`config.mk`:
```
export PLATFORM = sky130hd
export DESIGN_NAME = websocket_frame_deframer_flat
export DESIGN_NICKNAME = d
export VERILOG_FILES = /design/src/rtl/wsd_pkg.sv /design/src/rtl/wsd_if.sv /design/src/rtl/wsd_parser.sv /design/src/rtl/wsd_out_stage.sv /design/src/rtl/websocket_frame_deframer.sv /design/src/flat_wrapper.sv
export SDC_FILE = /design/constraint.sdc
export NUM_CORES = 1
export LEC_CHECK = 0
export ABC_AREA = 1
export BUFFER_PORTS_ARGS = -buffer_cell sky130_fd_sc_hd__clkbuf_2
export CELL_PAD_IN_SITES_DETAIL_PLACEMENT = 1
export CELL_PAD_IN_SITES_GLOBAL_PLACEMENT = 1
export CORE_UTILIZATION = 45
export DETAILED_ROUTE_END_ITERATION = 6
export PLACE_DENSITY_LB_ADDON = 0.1
export SYNTH_ARGS = -nofsm -noshare
export SYNTH_HDL_FRONTEND = slang
export SYNTH_SLANG_ARGS = --single-unit
```
`constraint.sdc`:
```
create_clock -name clock -period 2.8 [get_ports clock]
set_clock_uncertainty 0.05 [all_clocks]
set_input_delay 0.56 -clock clock [delete_from_list [all_inputs] [get_ports clock]]
set_output_delay 0.56 -clock clock [all_outputs]
set_load 0.02 [all_outputs]
```
`src/rtl/wsd_pkg.sv`:
```
`timescale 1ns / 1ps
// ----------------------------------------------------------------------------
// wsd_pkg
// Shared types, constants and helpers for the websocket frame deframer.
// ----------------------------------------------------------------------------
package wsd_pkg;

   // Width of the kept payload length; longer extended lengths wrap.
   localparam int LengthBits = 64;

   localparam logic [6:0] LenCode16      = 7'd126;
   localparam logic [6:0] LenCode64      = 7'd127;
   localparam logic [3:0] ExtLenBytes16  = 4'd2;
   localparam logic [3:0] ExtLenBytes64  = 4'd8;
   localparam logic [2:0] MaskKeyBytes   = 3'd4;

   localparam logic [3:0] OpClose        = 4'h8;
   localparam logic [3:0] OpPing         = 4'h9;

   localparam logic [1:0] ActDeliver     = 2'd0;
   localparam logic [1:0] ActPong        = 2'd1;
   localparam logic [1:0] ActClose       = 2'd2;

   typedef struct packed {
      logic [7:0] data_byte;
      logic       payload_valid;
      logic [3:0] opcode;
      logic       frame_end;
      logic [1:0] action;
   } wsd_result_type;

   function automatic logic [1:0] action_of(input logic [3:0] op);
      logic [1:0] act;
      act = ActDeliver;
      if (op == OpPing) begin
         act = ActPong;
      end else if (op == OpClose) begin
         act = ActClose;
      end
      return act;
   endfunction

endpackage

```
`src/rtl/wsd_if.sv`:
```
`timescale 1ns / 1ps
// ----------------------------------------------------------------------------
// wsd_if
// Valid/ready channels of the deframer: received bytes in, results out.
// ----------------------------------------------------------------------------
interface wsd_req_if;
   logic       valid;
   logic       ready;
   logic [7:0] rx_byte;

   modport source (output valid, output rx_byte, input ready);
   modport sink   (input valid, input rx_byte, output ready);
endinterface

interface wsd_rsp_if;
   logic       valid;
   logic       ready;
   logic [7:0] data_byte;
   logic       payload_valid;
   logic [3:0] opcode;
   logic       frame_end;
   logic [1:0] action;

   modport source (output valid, output data_byte, output payload_valid, output opcode,
                   output frame_end, output action, input ready);
   modport sink   (input valid, input data_byte, input payload_valid, input opcode,
                   input frame_end, input action, output ready);
endinterface

```
`src/rtl/wsd_parser.sv`:
```
`timescale 1ns / 1ps
// ----------------------------------------------------------------------------
// wsd_parser
// Frame header parser and payload unmasker; one byte per accepted word.
// ----------------------------------------------------------------------------
module wsd_parser
   import wsd_pkg::*;
(
   input  logic           clock,
   input  logic           reset,
   input  logic           accept,
   input  logic [7:0]     rx_byte,
   output logic           result_valid,
   output wsd_result_type result
);

   typedef enum logic [2:0] {
      PhFirst   = 3'd0,
      PhSecond  = 3'd1,
      PhExtLen  = 3'd2,
      PhKey     = 3'd3,
      PhPayload = 3'd4
   } phase_type;

   phase_type             phase_ff, phase_in;
   logic [3:0]            opcode_ff, opcode_in;
   logic                  masked_ff, masked_in;
   logic [3:0]            ext_left_ff, ext_left_in;
   logic [LengthBits-1:0] remaining_ff, remaining_in;
   logic [31:0]           mask_key_ff, mask_key_in;
   logic [2:0]            key_left_ff, key_left_in;
   logic [1:0]            mask_index_ff, mask_index_in;

   logic [LengthBits-1:0] len_shift;
   logic [7:0]            key_byte;

   assign len_shift = {remaining_ff[LengthBits-9:0], rx_byte};

   always_comb begin
      unique case (mask_index_ff)
         2'd0:    key_byte = mask_key_ff[31:24];
         2'd1:    key_byte = mask_key_ff[23:16];
         2'd2:    key_byte = mask_key_ff[15:8];
         default: key_byte = mask_key_ff[7:0];
      endcase
      if (!masked_ff) begin
         key_byte = 8'd0;
      end
   end

   always_comb begin
      phase_in      = phase_ff;
      opcode_in     = opcode_ff;
      masked_in     = masked_ff;
      ext_left_in   = ext_left_ff;
      remaining_in  = remaining_ff;
      mask_key_in   = mask_key_ff;
      key_left_in   = key_left_ff;
      mask_index_in = mask_index_ff;

      result_valid         = 1'b0;
      result.data_byte     = 8'd0;
      result.payload_valid = 1'b0;
      result.opcode        = opcode_ff;
      result.frame_end     = 1'b0;
      result.action        = action_of(opcode_ff);

      unique case (phase_ff)
         PhSecond: begin
            masked_in     = rx_byte[7];
            mask_index_in = 2'd0;
            mask_key_in   = 32'd0;
            remaining_in  = {{(LengthBits-7){1'b0}}, rx_byte[6:0]};
            if (rx_byte[6:0] == LenCode16 || rx_byte[6:0] == LenCode64) begin
               remaining_in = '0;
               ext_left_in  = (rx_byte[6:0] == LenCode16) ? ExtLenBytes16 : ExtLenBytes64;
               phase_in     = PhExtLen;
            end else if (rx_byte[7]) begin
               key_left_in = MaskKeyBytes;
               phase_in    = PhKey;
            end else if (rx_byte[6:0] == 7'd0) begin
               phase_in         = PhFirst;
               result_valid     = 1'b1;
               result.frame_end = 1'b1;
            end else begin
               phase_in = PhPayload;
            end
         end
         PhExtLen: begin
            remaining_in = len_shift;
            ext_left_in  = ext_left_ff - 4'd1;
            if (ext_left_ff == 4'd1) begin
               if (masked_ff) begin
                  key_left_in = MaskKeyBytes;
                  phase_in    = PhKey;
               end else if (len_shift == '0) begin
                  phase_in         = PhFirst;
                  result_valid     = 1'b1;
                  result.frame_end = 1'b1;
               end else begin
                  phase_in = PhPayload;
               end
            end
         end
         PhKey: begin
            mask_key_in = {mask_key_ff[23:0], rx_byte};
            key_left_in = key_left_ff - 3'd1;
            if (key_left_ff == 3'd1) begin
               if (remaining_ff == '0) begin
                  phase_in         = PhFirst;
                  result_valid     = 1'b1;
                  result.frame_end = 1'b1;
               end else begin
                  phase_in = PhPayload;
               end
            end
         end
         PhPayload: begin
            mask_index_in        = mask_index_ff + 2'd1;
            remaining_in         = remaining_ff - {{(LengthBits-1){1'b0}}, 1'b1};
            result_valid         = 1'b1;
            result.data_byte     = rx_byte ^ key_byte;
            result.payload_valid = 1'b1;
            // last payload byte closes the frame
            if (remaining_ff == {{(LengthBits-1){1'b0}}, 1'b1}) begin
               phase_in         = PhFirst;
               result.frame_end = 1'b1;
            end
         end
         default: begin
            // unused codes behave as the first header byte
            opcode_in = rx_byte[3:0];
            phase_in  = PhSecond;
         end
      endcase
   end

   always_ff @(posedge clock) begin
      if (reset) begin
         phase_ff      <= PhFirst;
         opcode_ff     <= 4'd0;
         masked_ff     <= 1'b0;
         ext_left_ff   <= 4'd0;
         remaining_ff  <= '0;
         mask_key_ff   <= 32'd0;
         key_left_ff   <= 3'd0;
         mask_index_ff <= 2'd0;
      end else if (accept) begin
         phase_ff      <= phase_in;
         opcode_ff     <= opcode_in;
         masked_ff     <= masked_in;
         ext_left_ff   <= ext_left_in;
         remaining_ff  <= remaining_in;
         mask_key_ff   <= mask_key_in;
         key_left_ff   <= key_left_in;
         mask_index_ff <= mask_index_in;
      end
   end

endmodule

```
`src/rtl/wsd_out_stage.sv`:
```
`timescale 1ns / 1ps
// ----------------------------------------------------------------------------
// wsd_out_stage
// Result register between the parser and the result channel.
// ----------------------------------------------------------------------------
module wsd_out_stage
   import wsd_pkg::*;
(
   input  logic           clock,
   input  logic           reset,
   input  logic           load,
   input  logic           result_valid,
   input  wsd_result_type result,
   output logic           can_take,
   input  logic           out_ready,
   output logic           out_valid,
   output wsd_result_type out_result
);

   logic           valid_ff, valid_in;
   wsd_result_type result_ff;

   // free when empty or when the held word leaves this cycle
   assign can_take = !valid_ff || out_ready;

   always_comb begin
      valid_in = valid_ff;
      if (load) begin
         valid_in = result_valid;
      end else if (out_ready) begin
         valid_in = 1'b0;
      end
   end

   always_ff @(posedge clock) begin
      if (reset) begin
         valid_ff <= 1'b0;
      end else begin
         valid_ff <= valid_in;
      end
   end

   always_ff @(posedge clock) begin
      if (load && result_valid) begin
         result_ff <= result;
      end
   end

   assign out_valid  = valid_ff;
   assign out_result = result_ff;

endmodule

```
`src/rtl/websocket_frame_deframer.sv`:
```
`timescale 1ns / 1ps
// ----------------------------------------------------------------------------
// websocket_frame_deframer
// Parses a received websocket byte stream into unmasked payload results.
// ----------------------------------------------------------------------------
// Usage:
//  - req_ch carries one received stream byte per word (rx_byte). The block
//    takes a word whenever its result register is empty or being drained.
//  - rsp_ch carries one result per payload byte, plus one result with
//    payload_valid low for a frame whose payload is empty. Header bytes
//    that do not complete a header give no result.
//  - A result is on rsp_ch in the cycle after its byte is taken.
//  - Throughput: one byte per cycle unless rsp_ch stalls; header parsing,
//    length tracking and the unmask XOR are combinational on parser state.
//  - action tells the receiver what to do: deliver, answer with a pong
//    (ping frame) or answer close and disconnect (close frame).
//  - Reset (synchronous, active high) returns the parser to expect the
//    first header byte of a frame and empties the result register.
//  - When the receiver stalls, the result is held and req_ch.ready drops
//    until the held word is taken; no byte is lost.
// ----------------------------------------------------------------------------
module websocket_frame_deframer
   import wsd_pkg::*;
(
   input logic      clock,
   input logic      reset,
   wsd_req_if.sink  req_ch,
   wsd_rsp_if.source rsp_ch
);

   logic           accept;
   logic           can_take;
   logic           result_valid;
   wsd_result_type result;
   wsd_result_type out_result;

   // Take a byte only when the result register can hold what it produces.
   assign req_ch.ready = can_take;
   assign accept       = req_ch.valid && can_take;

   // Parse and unmask; the parser state advances on every taken byte.
   wsd_parser u_parser (
      .clock        (clock),
      .reset        (reset),
      .accept       (accept),
      .rx_byte      (req_ch.rx_byte),
      .result_valid (result_valid),
      .result       (result)
   );

   // Hold the result until the receiver takes it.
   wsd_out_stage u_out (
      .clock        (clock),
      .reset        (reset),
      .load         (accept),
      .result_valid (result_valid),
      .result       (result),
      .can_take     (can_take),
      .out_ready    (rsp_ch.ready),
      .out_valid    (rsp_ch.valid),
      .out_result   (out_result)
   );

   assign rsp_ch.data_byte     = out_result.data_byte;
   assign rsp_ch.payload_valid = out_result.payload_valid;
   assign rsp_ch.opcode        = out_result.opcode;
   assign rsp_ch.frame_end     = out_result.frame_end;
   assign rsp_ch.action        = out_result.action;

endmodule
```
`src/flat_wrapper.sv`:
```
// flat-port wrapper written by rule: the top's interface ports become plain ports
module websocket_frame_deframer_flat import wsd_pkg::*;
  (clock, reset, req_ch_valid, req_ch_rx_byte, req_ch_ready, rsp_ch_valid, rsp_ch_data_byte, rsp_ch_payload_valid, rsp_ch_opcode, rsp_ch_frame_end, rsp_ch_action, rsp_ch_ready);
  wsd_req_if req_ch_i ();
  wsd_rsp_if rsp_ch_i ();
  input logic clock;
  input logic reset;
  input wire logic [$bits(req_ch_i.valid)-1:0] req_ch_valid;
  input wire logic [$bits(req_ch_i.rx_byte)-1:0] req_ch_rx_byte;
  output wire logic [$bits(req_ch_i.ready)-1:0] req_ch_ready;
  output wire logic [$bits(rsp_ch_i.valid)-1:0] rsp_ch_valid;
  output wire logic [$bits(rsp_ch_i.data_byte)-1:0] rsp_ch_data_byte;
  output wire logic [$bits(rsp_ch_i.payload_valid)-1:0] rsp_ch_payload_valid;
  output wire logic [$bits(rsp_ch_i.opcode)-1:0] rsp_ch_opcode;
  output wire logic [$bits(rsp_ch_i.frame_end)-1:0] rsp_ch_frame_end;
  output wire logic [$bits(rsp_ch_i.action)-1:0] rsp_ch_action;
  input wire logic [$bits(rsp_ch_i.ready)-1:0] rsp_ch_ready;
  assign req_ch_i.valid = req_ch_valid;
  assign req_ch_i.rx_byte = req_ch_rx_byte;
  assign req_ch_ready = req_ch_i.ready;
  assign rsp_ch_valid = rsp_ch_i.valid;
  assign rsp_ch_data_byte = rsp_ch_i.data_byte;
  assign rsp_ch_payload_valid = rsp_ch_i.payload_valid;
  assign rsp_ch_opcode = rsp_ch_i.opcode;
  assign rsp_ch_frame_end = rsp_ch_i.frame_end;
  assign rsp_ch_action = rsp_ch_i.action;
  assign rsp_ch_i.ready = rsp_ch_ready;
  websocket_frame_deframer u_core (.clock(clock), .reset(reset), .req_ch(req_ch_i), .rsp_ch(rsp_ch_i));
endmodule
```
[After elaboration in Yosys (flattened, before gate mapping)]
Cells that the tools add are included.
Storage, ports and cells
  logic and storage cells: 103
  bits in registers: 130
  output and inout bits: 18
Cells by class
  add/subtract/negate cells: 4
  bitwise gates (word level): 2
  muxes and demuxes: 39
  reductions and logical operators: 24
  equality and inequality tests: 20
Operators with widths (count)
  $pmux 64 s3: 1
  $logic_not 64->1: 2
  $eq 64x1->1 const B: 1
  $pmux 32 s2: 1
  $sub 64x1->64 const B: 1
  $mux 3: 13
  $pmux 8 s3: 1
  $eq 7x7->1 const B: 2
  $ne 2x2->1 const B: 7
  $mux 1: 12
  $pmux 3 s4: 1
  $reduce_and 2->1: 5
  $pmux 3 s3: 1
  $eq 4x4->1 const B: 2
  $mux 4: 2
  $mux 8: 1
  $pmux 1 s4: 2
  $pmux 4 s2: 1
  $reduce_bool 2->1: 4
  $xor 8x8->8: 1
  $logic_not 7->1: 1
  $mux 7: 1
  $eq 3x1->1 const B: 2
  $eq 3x2->1 const B: 2
  other kinds (19): 22

[Logic depth before layout (Yosys ltp)]
Gate-level depths: netlist of run 1.
  depth in word-level cells: 6
  mapped depth: 12

[Cells and area by module]
From an unflattened synthesis of run 1, not the netlist that was laid out.
Unflattened totals
  cell total of the unflattened synthesis: 1203
  area total of the unflattened synthesis: 7756.2 µm²
By module, submodules not included
  wsd_parser: times used 1, sequential area each 2262.2 µm², area each 7216.9 µm², cells each 1177
  wsd_out_stage: times used 1, sequential area each 500.5 µm², area each 531.8 µm², cells each 24
  websocket_frame_deframer: times used 1, sequential area each 0.0 µm², area each 7.5 µm², cells each 2

[Worst setup path before layout of run 1]
No wires, ideal clock.
  path kind: reg-to-reg
  start: register u_core.u_parser.remaining_ff[0]
  end: register u_core.u_out.result_ff (netlist bit u_core.u_out.out_result[0]), enable pin
  path slack: 0.606 ns
  stages on the path, launching flop included: 11
  data arrival time: 1.781 ns
  library setup time: 0.364 ns
  cell sequence: dfxtp_1 inv_1 ha_1 nand2_2 nor2_4 nand3_2 nor2_4 nand4_1 nand3_1 nand2_1 inv_1
Between the ends
  cells in the longest elaborated chain, start to end: 6
  elaborated cells between the ends (all ways): 9
  those cells by class: 6 x mux; 3 x reduce/logical
RTL lines
  from (decl): RTL line wsd_parser.sv:29  | logic [LengthBits-1:0] remaining_ff, remaining_in;
  from (signal assigned): RTL line wsd_parser.sv:153  | remaining_ff <= remaining_in;
  $logic_not 64->1: RTL line wsd_parser.sv:96  | end else if (len_shift == '0) begin
  $mux 1: RTL line wsd_parser.sv:96
  $mux 1: RTL line wsd_parser.sv:93  | if (masked_ff) begin
  $mux 1: RTL line wsd_parser.sv:92  | if (ext_left_ff == 4'd1) begin
  $pmux 1 s4 *: RTL line wsd_parser.sv:68  | unique case (phase_ff)
  $logic_and 1x1->1 *: RTL line wsd_out_stage.sv:44  | if (load && result_valid) begin
  to (signal assigned): RTL line wsd_out_stage.sv:45  | result_ff <= result;
  to (decl): RTL line wsd_out_stage.sv:21  | wsd_result_type result_ff;
Every way passes the cells marked *; elsewhere a longest branch is shown, timed or not.
A chain may end at the register's enable or synchronous reset.

[Worst setup path in the final report of run 1]
  start: register u_core.u_parser.remaining_ff[0]
  end: register u_core.u_out.result_ff (netlist bit u_core.u_out.out_result[2]), enable pin
The elaborated chain is that of the path after synthesis.

==> results.yml, run 1 <==
yosys:
  synth-seq-cells: 130
  muxShareOfSynthArea_pct: 0
  yosys_warnings: 0
  synth_seq_area_share_pct: 34.99
  synth_fp_nets: 1211
  synth-simple-area-share_pct: 31.34
  syn_area_um2: 7896
  synth_cells: 1189
  synth_compound_area_share_pct: 23.12
  synth_top_family_by_area: "simple AND/OR/NAND/NOR gates"
  synth_edf_count: 16
  synth_top_area_cell: "dfxtp_1"
  synth-adder-area-share_pct: 1.585
  avgSynthCellArea_um2: 6.641
  synthArstFlopShare_pct: 0
  synth.area.top_cells: "dfxtp_1 29%, a21oi_1 12%, nand2_1 8.9%"
  synth_top_area_share_pct: 28.90
  synth-xor-area-share_pct: 0.2218
  ys_types: 44
  synthFlopType: "dfxtp_1"
sta:
  hold_violations: 0
  tightest_slew_ps: 745.5
  tns_ps: 0
  setup_violations: 0
  maxSlewHeadroom_pct: 50.23
  fin_crit_sh_pct: 86.36
  hold_ws_ps: 377.6
  maxSlewViolCount: 0
  rsz0062_at_grt: "false"
  post-route-min-period_ps: 2418
  max_freq_ghz: 0.4136
clock_network:
  clock_latency_ps: 440
  h-tree-depth: 4
  clkTransAtPathRegs_ps: 60
  cts_hold_buf: 0
  postCtsSetupRepairBufs: 0
  cts_resized: 0
  cts_root_buf: "clkbuf_16"
  cts_sinks: 130
  cts_tree: "yes"
  cts_made_buffers: 17
  cts_buffer_depth: 2
finish:
  insertedDiodeCount: 0
  num-nets-final: 1229
  final_util_pct: 51.58
  syn_to_final_growth_pct: 12.58
  final_cell_mix: "187 x nand2_1, 187 x a21oi_1, 148 x nor2_1"
  drive_gt1_share_pct: 11.07
power:
  ir_drop_mv: 0.4824
  power.leakage_nw: 3.739
  power_density_nw_per_um2: 724.4
critical_path:
  crit_chain: "inv_1 > ha_1 > nand2_2 > nor2_4 > nand3_2 > nor2_4 > nand4_1 > nand3_1 > nand2_1 > inv_1 > buf_4"
  r2r_start: "u_core.u_parser.remaining_ff[0]"
  crit_buf_inv: 3
  worst-r2r-cell-count: 11
  start_kind: "flip-flop"
  cp.arrival_ps: 2490
  cpLargestDelayFamily: "simple AND/OR/NAND/NOR gates"
  crit_required_ps: 2870
  crit_path_end_kind: "flip-flop"
  regToRegSetupSlack_ps: 380
  rr_endpoint: "u_core.u_out.out_result[2]"
  cpPeakStageDelay_ps: 340
  slowest_stage: "dfxtp_1"
  path_max_fanout: 16
  path_class: "reg -> reg"
placed_design:
  gp_congestion: 0.8719
  io_buffers: 29
  hpwlAfterDp_um: 19600
route:
  drt_iter0_drc: 652
  drc: 0
  wl_met1_um: 13570
  ant_nets: 0
  wl_met3_um: 1340
  wl_per_cell_um: 19.38
  routed_wl_um: 28010
  top_layer: "met4"
  num_vias: 8475
  vias_per_cell: 5.865
  drt_pass1_iterations: 5
  route.met2.wl_um: 12840
grt:
  antenna_found_initial: 0
  first_global_vias: 8246
  grt-ovfl-total: 0
  grt_usage_pct: 32.02
  grt_max_degree: 72
  grt_pass1_wl_um: 44860
flow_run:
  maxCapViolCount: 0
floorplan:
  rows: 48
  die-area_um2: 18080
  start_util_pct: 45.81
  core_um2: 17240
  die_h_um: 134.5
  die-width_um: 134.5
  io_pins: 30
worst_hold_path:
  hold_depth: 3
  holdPathEnd: "u_core.u_parser.remaining_ff[1]"
  min-delay-start: "req_ch_rx_byte[1]"
  hold_class: "in -> reg"
outcome:
  outcome: "finished, final reports clean"
==> metrics by stage <==
stage | power, mW | setup slack (ps) | area [um^2] | std cells
6_report | 6.439 | 382.0 | 8890 | 1445
4_1_cts | 6.435 | 386.1 | 8890 | 1445
3_3_place_gp | 4.031 | 491.1 | 8285 | 1413
2_1_floorplan | 3.518 | 605.5 | 7896 | 1189
5_1_grt | 6.770 | 221.7 | 8890 | 1445
3_5_place_dp | 4.079 | 419.5 | 8285 | 1413
==> cells in the mapped netlist, types with 16 or more instances <==
cell type    n
a211oi_1    19
a21oi_1    187
clkbuf_1    36
dfxtp_1    114
edfxtp_1    16
inv_1      111
nand2_1    187
nand3_1    100
nor2_1     148
nor3_1      28
o21ai_0     92
==> area by class of cell <==
type	instances	area, um^2
clock buffer	18	439.2
clock inverter	14	165.2
fill	2318	8347
inverter	120	450.4
multi-input combinational	886	4448
sequential	130	2763
tap	225	281.5
timing repair buffer	52	342.8
==> per-layer routing <==
metal  up-vias  global-route usage, %
li1       4093                      -
met1      4169                  46.19
met2       193                  49.86
met3        20                  5.480
met4         0                  6.866
met5         -                      0
==> power by group <==
part	internal, mW	switching, mW	leakage (nW)
registers	2.02	0.191	1.08
clock network	1.36	0.977	0.299
logic	0.556	1.33	2.36
==> worst max path at each step <==
stage / startpoint / endpoint / cells after the start
finish: u_core.u_parser.remaining_ff[0] / u_core.u_out.out_result[2] / 11
global route: u_core.u_parser.remaining_ff[0] / u_core.u_out.out_result[2] / 11
CTS: u_core.u_parser.remaining_ff[0] / u_core.u_out.out_result[2] / 11
detailed placement: u_core.u_parser.remaining_ff[0] / u_core.u_out.out_result[2] / 11
global placement: u_core.u_parser.remaining_ff[0] / u_core.u_out.out_result[7] / 11
floorplan: u_core.u_parser.remaining_ff[0] / u_core.u_out.out_result[0] / 10
==> flip-flops by register name (all words and copies together) (netlist names) <==
register	cells
u_core.u_parser.key_left_ff	3
u_core.u_parser.mask_index_ff	2
u_core.u_parser.remaining_ff	64
u_core.u_parser.ext_left_ff	4
u_core.u_parser.opcode_ff	4
u_core.u_parser.mask_key_ff	32
u_core.u_out.out_valid	1
u_core.u_parser.masked_ff	1
u_core.u_out.out_result	16
u_core.u_parser.phase_ff	3
==> cell families (layout without fill, tap and decap cells) <==
| group | after synthesis | count (layout) |
|---|---|---|
| AND/OR/NAND/NOR | 539 | 539 |
| adder cells (fa/ha/maj) | 10 | 10 |
| XOR/XNOR | 2 | 2 |
| AO/OA/AOI/OAI | 335 | 335 |
| flip-flops | 130 | 130 |
| buffers and inverters | 173 | 204 |
==> worst min-delay path, delay by kind of cell <==
kind / cells / cell delay (ps)
and+or+nand+nor: 1 / 70
buffers and inverters: 1 / 120
AOI/OAI and AO/OA: 1 / 60
No activity file was read; power rests on OpenSTA's default activity.
==> inputs of run 2 (changes only) <==
GPL_TIMING_DRIVEN = 0   (was not set)
==> results.yml, run 2 (synthesized netlist as in run 1, its figures left out) <==
route:
  wl_per_cell_um: 20.55
  drt_iter0_drc: 859
  ant_nets: 0
  drc: 0
  routed_wl_um: 30340
  vias_per_cell: 5.966
  num_vias: 8806
  drt_pass1_iterations: 5
finish:
  num-nets-final: 1260
  syn_to_final_growth_pct: 13.52
  final_cell_mix: "187 x nand2_1, 187 x a21oi_1, 148 x nor2_1"
  regMostFlops: "u_core.u_parser.remaining_ff"
  largest_reg_flops: 64
  fin_area_um2: 8964
  insertedDiodeCount: 0
  drive_gt1_share_pct: 9.992
flow_run:
  maxCapViolCount: 0
power:
  p_seq_share_pct: 34.0
  power.leakage_nw: 3.728
  internal_power_mw: 3.968
  switching_power_mw: 2.568
  pwr-share-comb_pct: 29.7
  ir_drop_mv: 0.4724
  p_clk_share_pct: 36.3
  power_density_nw_per_um2: 729.2
  switching_share_pct: 39.29
grt:
  antenna_found_initial: 0
  grt_pass1_wl_um: 46980
  grt_usage_pct: 34.29
  grt_max_degree: 17
  grt-ovfl-total: 0
  first_global_vias: 8384
critical_path:
  start_kind: "flip-flop"
  slowest_stage: "dfxtp_1"
  cpLargestDelayFamily: "simple AND/OR/NAND/NOR gates"
  path_class: "reg -> reg"
  crit_buf_inv: 3
  crit_chain: "inv_1 > ha_1 > nand2_2 > nor2_4 > nand3_2 > nor2_4 > nand4_1 > nand3_1 > nand2_1 > clkinvlp_4 > buf_12"
  crit_path_end_kind: "flip-flop"
  path_max_fanout: 14
  cpPeakStageDelay_ps: 350
  crit_required_ps: 2900
  cpMostUsedCell: "nor2_4"
  cp.arrival_ps: 2690
floorplan:
  core_um2: 17240
  rows: 48
  die_h_um: 134.5
  io_pins: 30
  die-area_um2: 18080
  die-width_um: 134.5
  start_util_pct: 45.81
worst_hold_path:
  hold_class: "in -> reg"
clock_network:
  cts_made_buffers: 17
  cts_sinks: 130
  h-tree-depth: 4
  clkTransAtPathRegs_ps: 60
  cts_buffer_depth: 2
  cts_tree: "yes"
  cts_root_buf: "clkbuf_16"
  clock_latency_ps: 440
sta:
  rsz0062_at_grt: "false"
  hold_ws_ps: 380.1
  maxSlewHeadroom_pct: 43.88
  setup_slack_ps: 208.4
  max_freq_ghz: 0.3859
  hold_violations: 0
  tightest_slew_ps: 841.8
  post-route-min-period_ps: 2592
  fin_crit_sh_pct: 92.56
  setup_violations: 0
  maxSlewViolCount: 0
placed_design:
  hpwlAfterDp_um: 22630
  gp_congestion: 0.9116
  io_buffers: 28
  dp_slack_ps: -75.95
  dpl_cell_area_um2: 8318
outcome:
  outcome: "finished, final reports clean"
==> run 2: changes by cell type in the layout (fill, tap and decap cells not counted), sizes merged <==
cell      change
buf           -4
inv           -1
clkbuf       +36
clkinv        -2
clkinvlp      +2
==> run 2: area by class of cell <==
type,instances,area (um^2)
fill,2324,8273
multi-input combinational,886,4443
sequential,130,2763
clock buffer,19,454.2
inverter,120,454.2
tap,225,281.5
buffer,53,240.2
timing repair buffer,30,167.7
clock inverter,13,160.2
==> run 2: final timing paths <==
kind                              startpoint                    endpoint  slack, ps  depth (start not counted)
max          u_core.u_parser.remaining_ff[0]  u_core.u_out.out_result[9]        210                         11
min                             rsp_ch_ready      u_core.u_out.out_valid        380                          4
max reg2reg  u_core.u_parser.remaining_ff[0]  u_core.u_out.out_result[9]        210                         11
min reg2reg     u_core.u_parser.opcode_ff[2]  u_core.u_out.out_result[5]        390                          0
==> run 2: what timing repair did <==
action                     4_1_cts  5_1_grt
setup endpoints to repair       16       16
pin swaps                        0        0
buffers inserted                 0        2
gates resized for setup          1        0
hold buffers                     0        0
==> run 2: routing by layer <==
layer / global-route usage (%) / share of wire [%]
met2: 50.43 / 44
met5: 0 / 0
met4: 8.864 / 1.4
met3: 7.207 / 8.0
met1: 50.44 / 47
==> run 2: worst register-to-register path: cells and delay by family, from the launching register on <==
kind / cells / cell delay [ps]
flip-flops: 1 / 350
adder cells (fa/ha/maj): 1 / 280
buffers and inverters: 3 / 470
AND/OR/NAND/NOR: 7 / 1140
==> run 2: through the flow <==
step,power [mW],instances,util (%),setup TNS (ps)
2_1_floorplan,3.518,1189,-,0
3_3_place_gp,4.081,1442,48.26,-711.9
3_5_place_dp,4.128,1442,48.26,-1191
4_1_cts,6.488,1474,51.84,0
5_1_grt,6.828,1476,52.00,0
6_report,6.537,1476,52.00,0
==> run 2: power by group through the flow <==
stage	logic (mW)	clock network, mW	registers [mW]
after floorplan	1.34	0	2.18
after global placement	1.84	0	2.24
after detailed placement	1.88	0	2.25
after global routing	2.13	2.46	2.23
after CTS	1.90	2.38	2.21
final	1.94	2.37	2.22
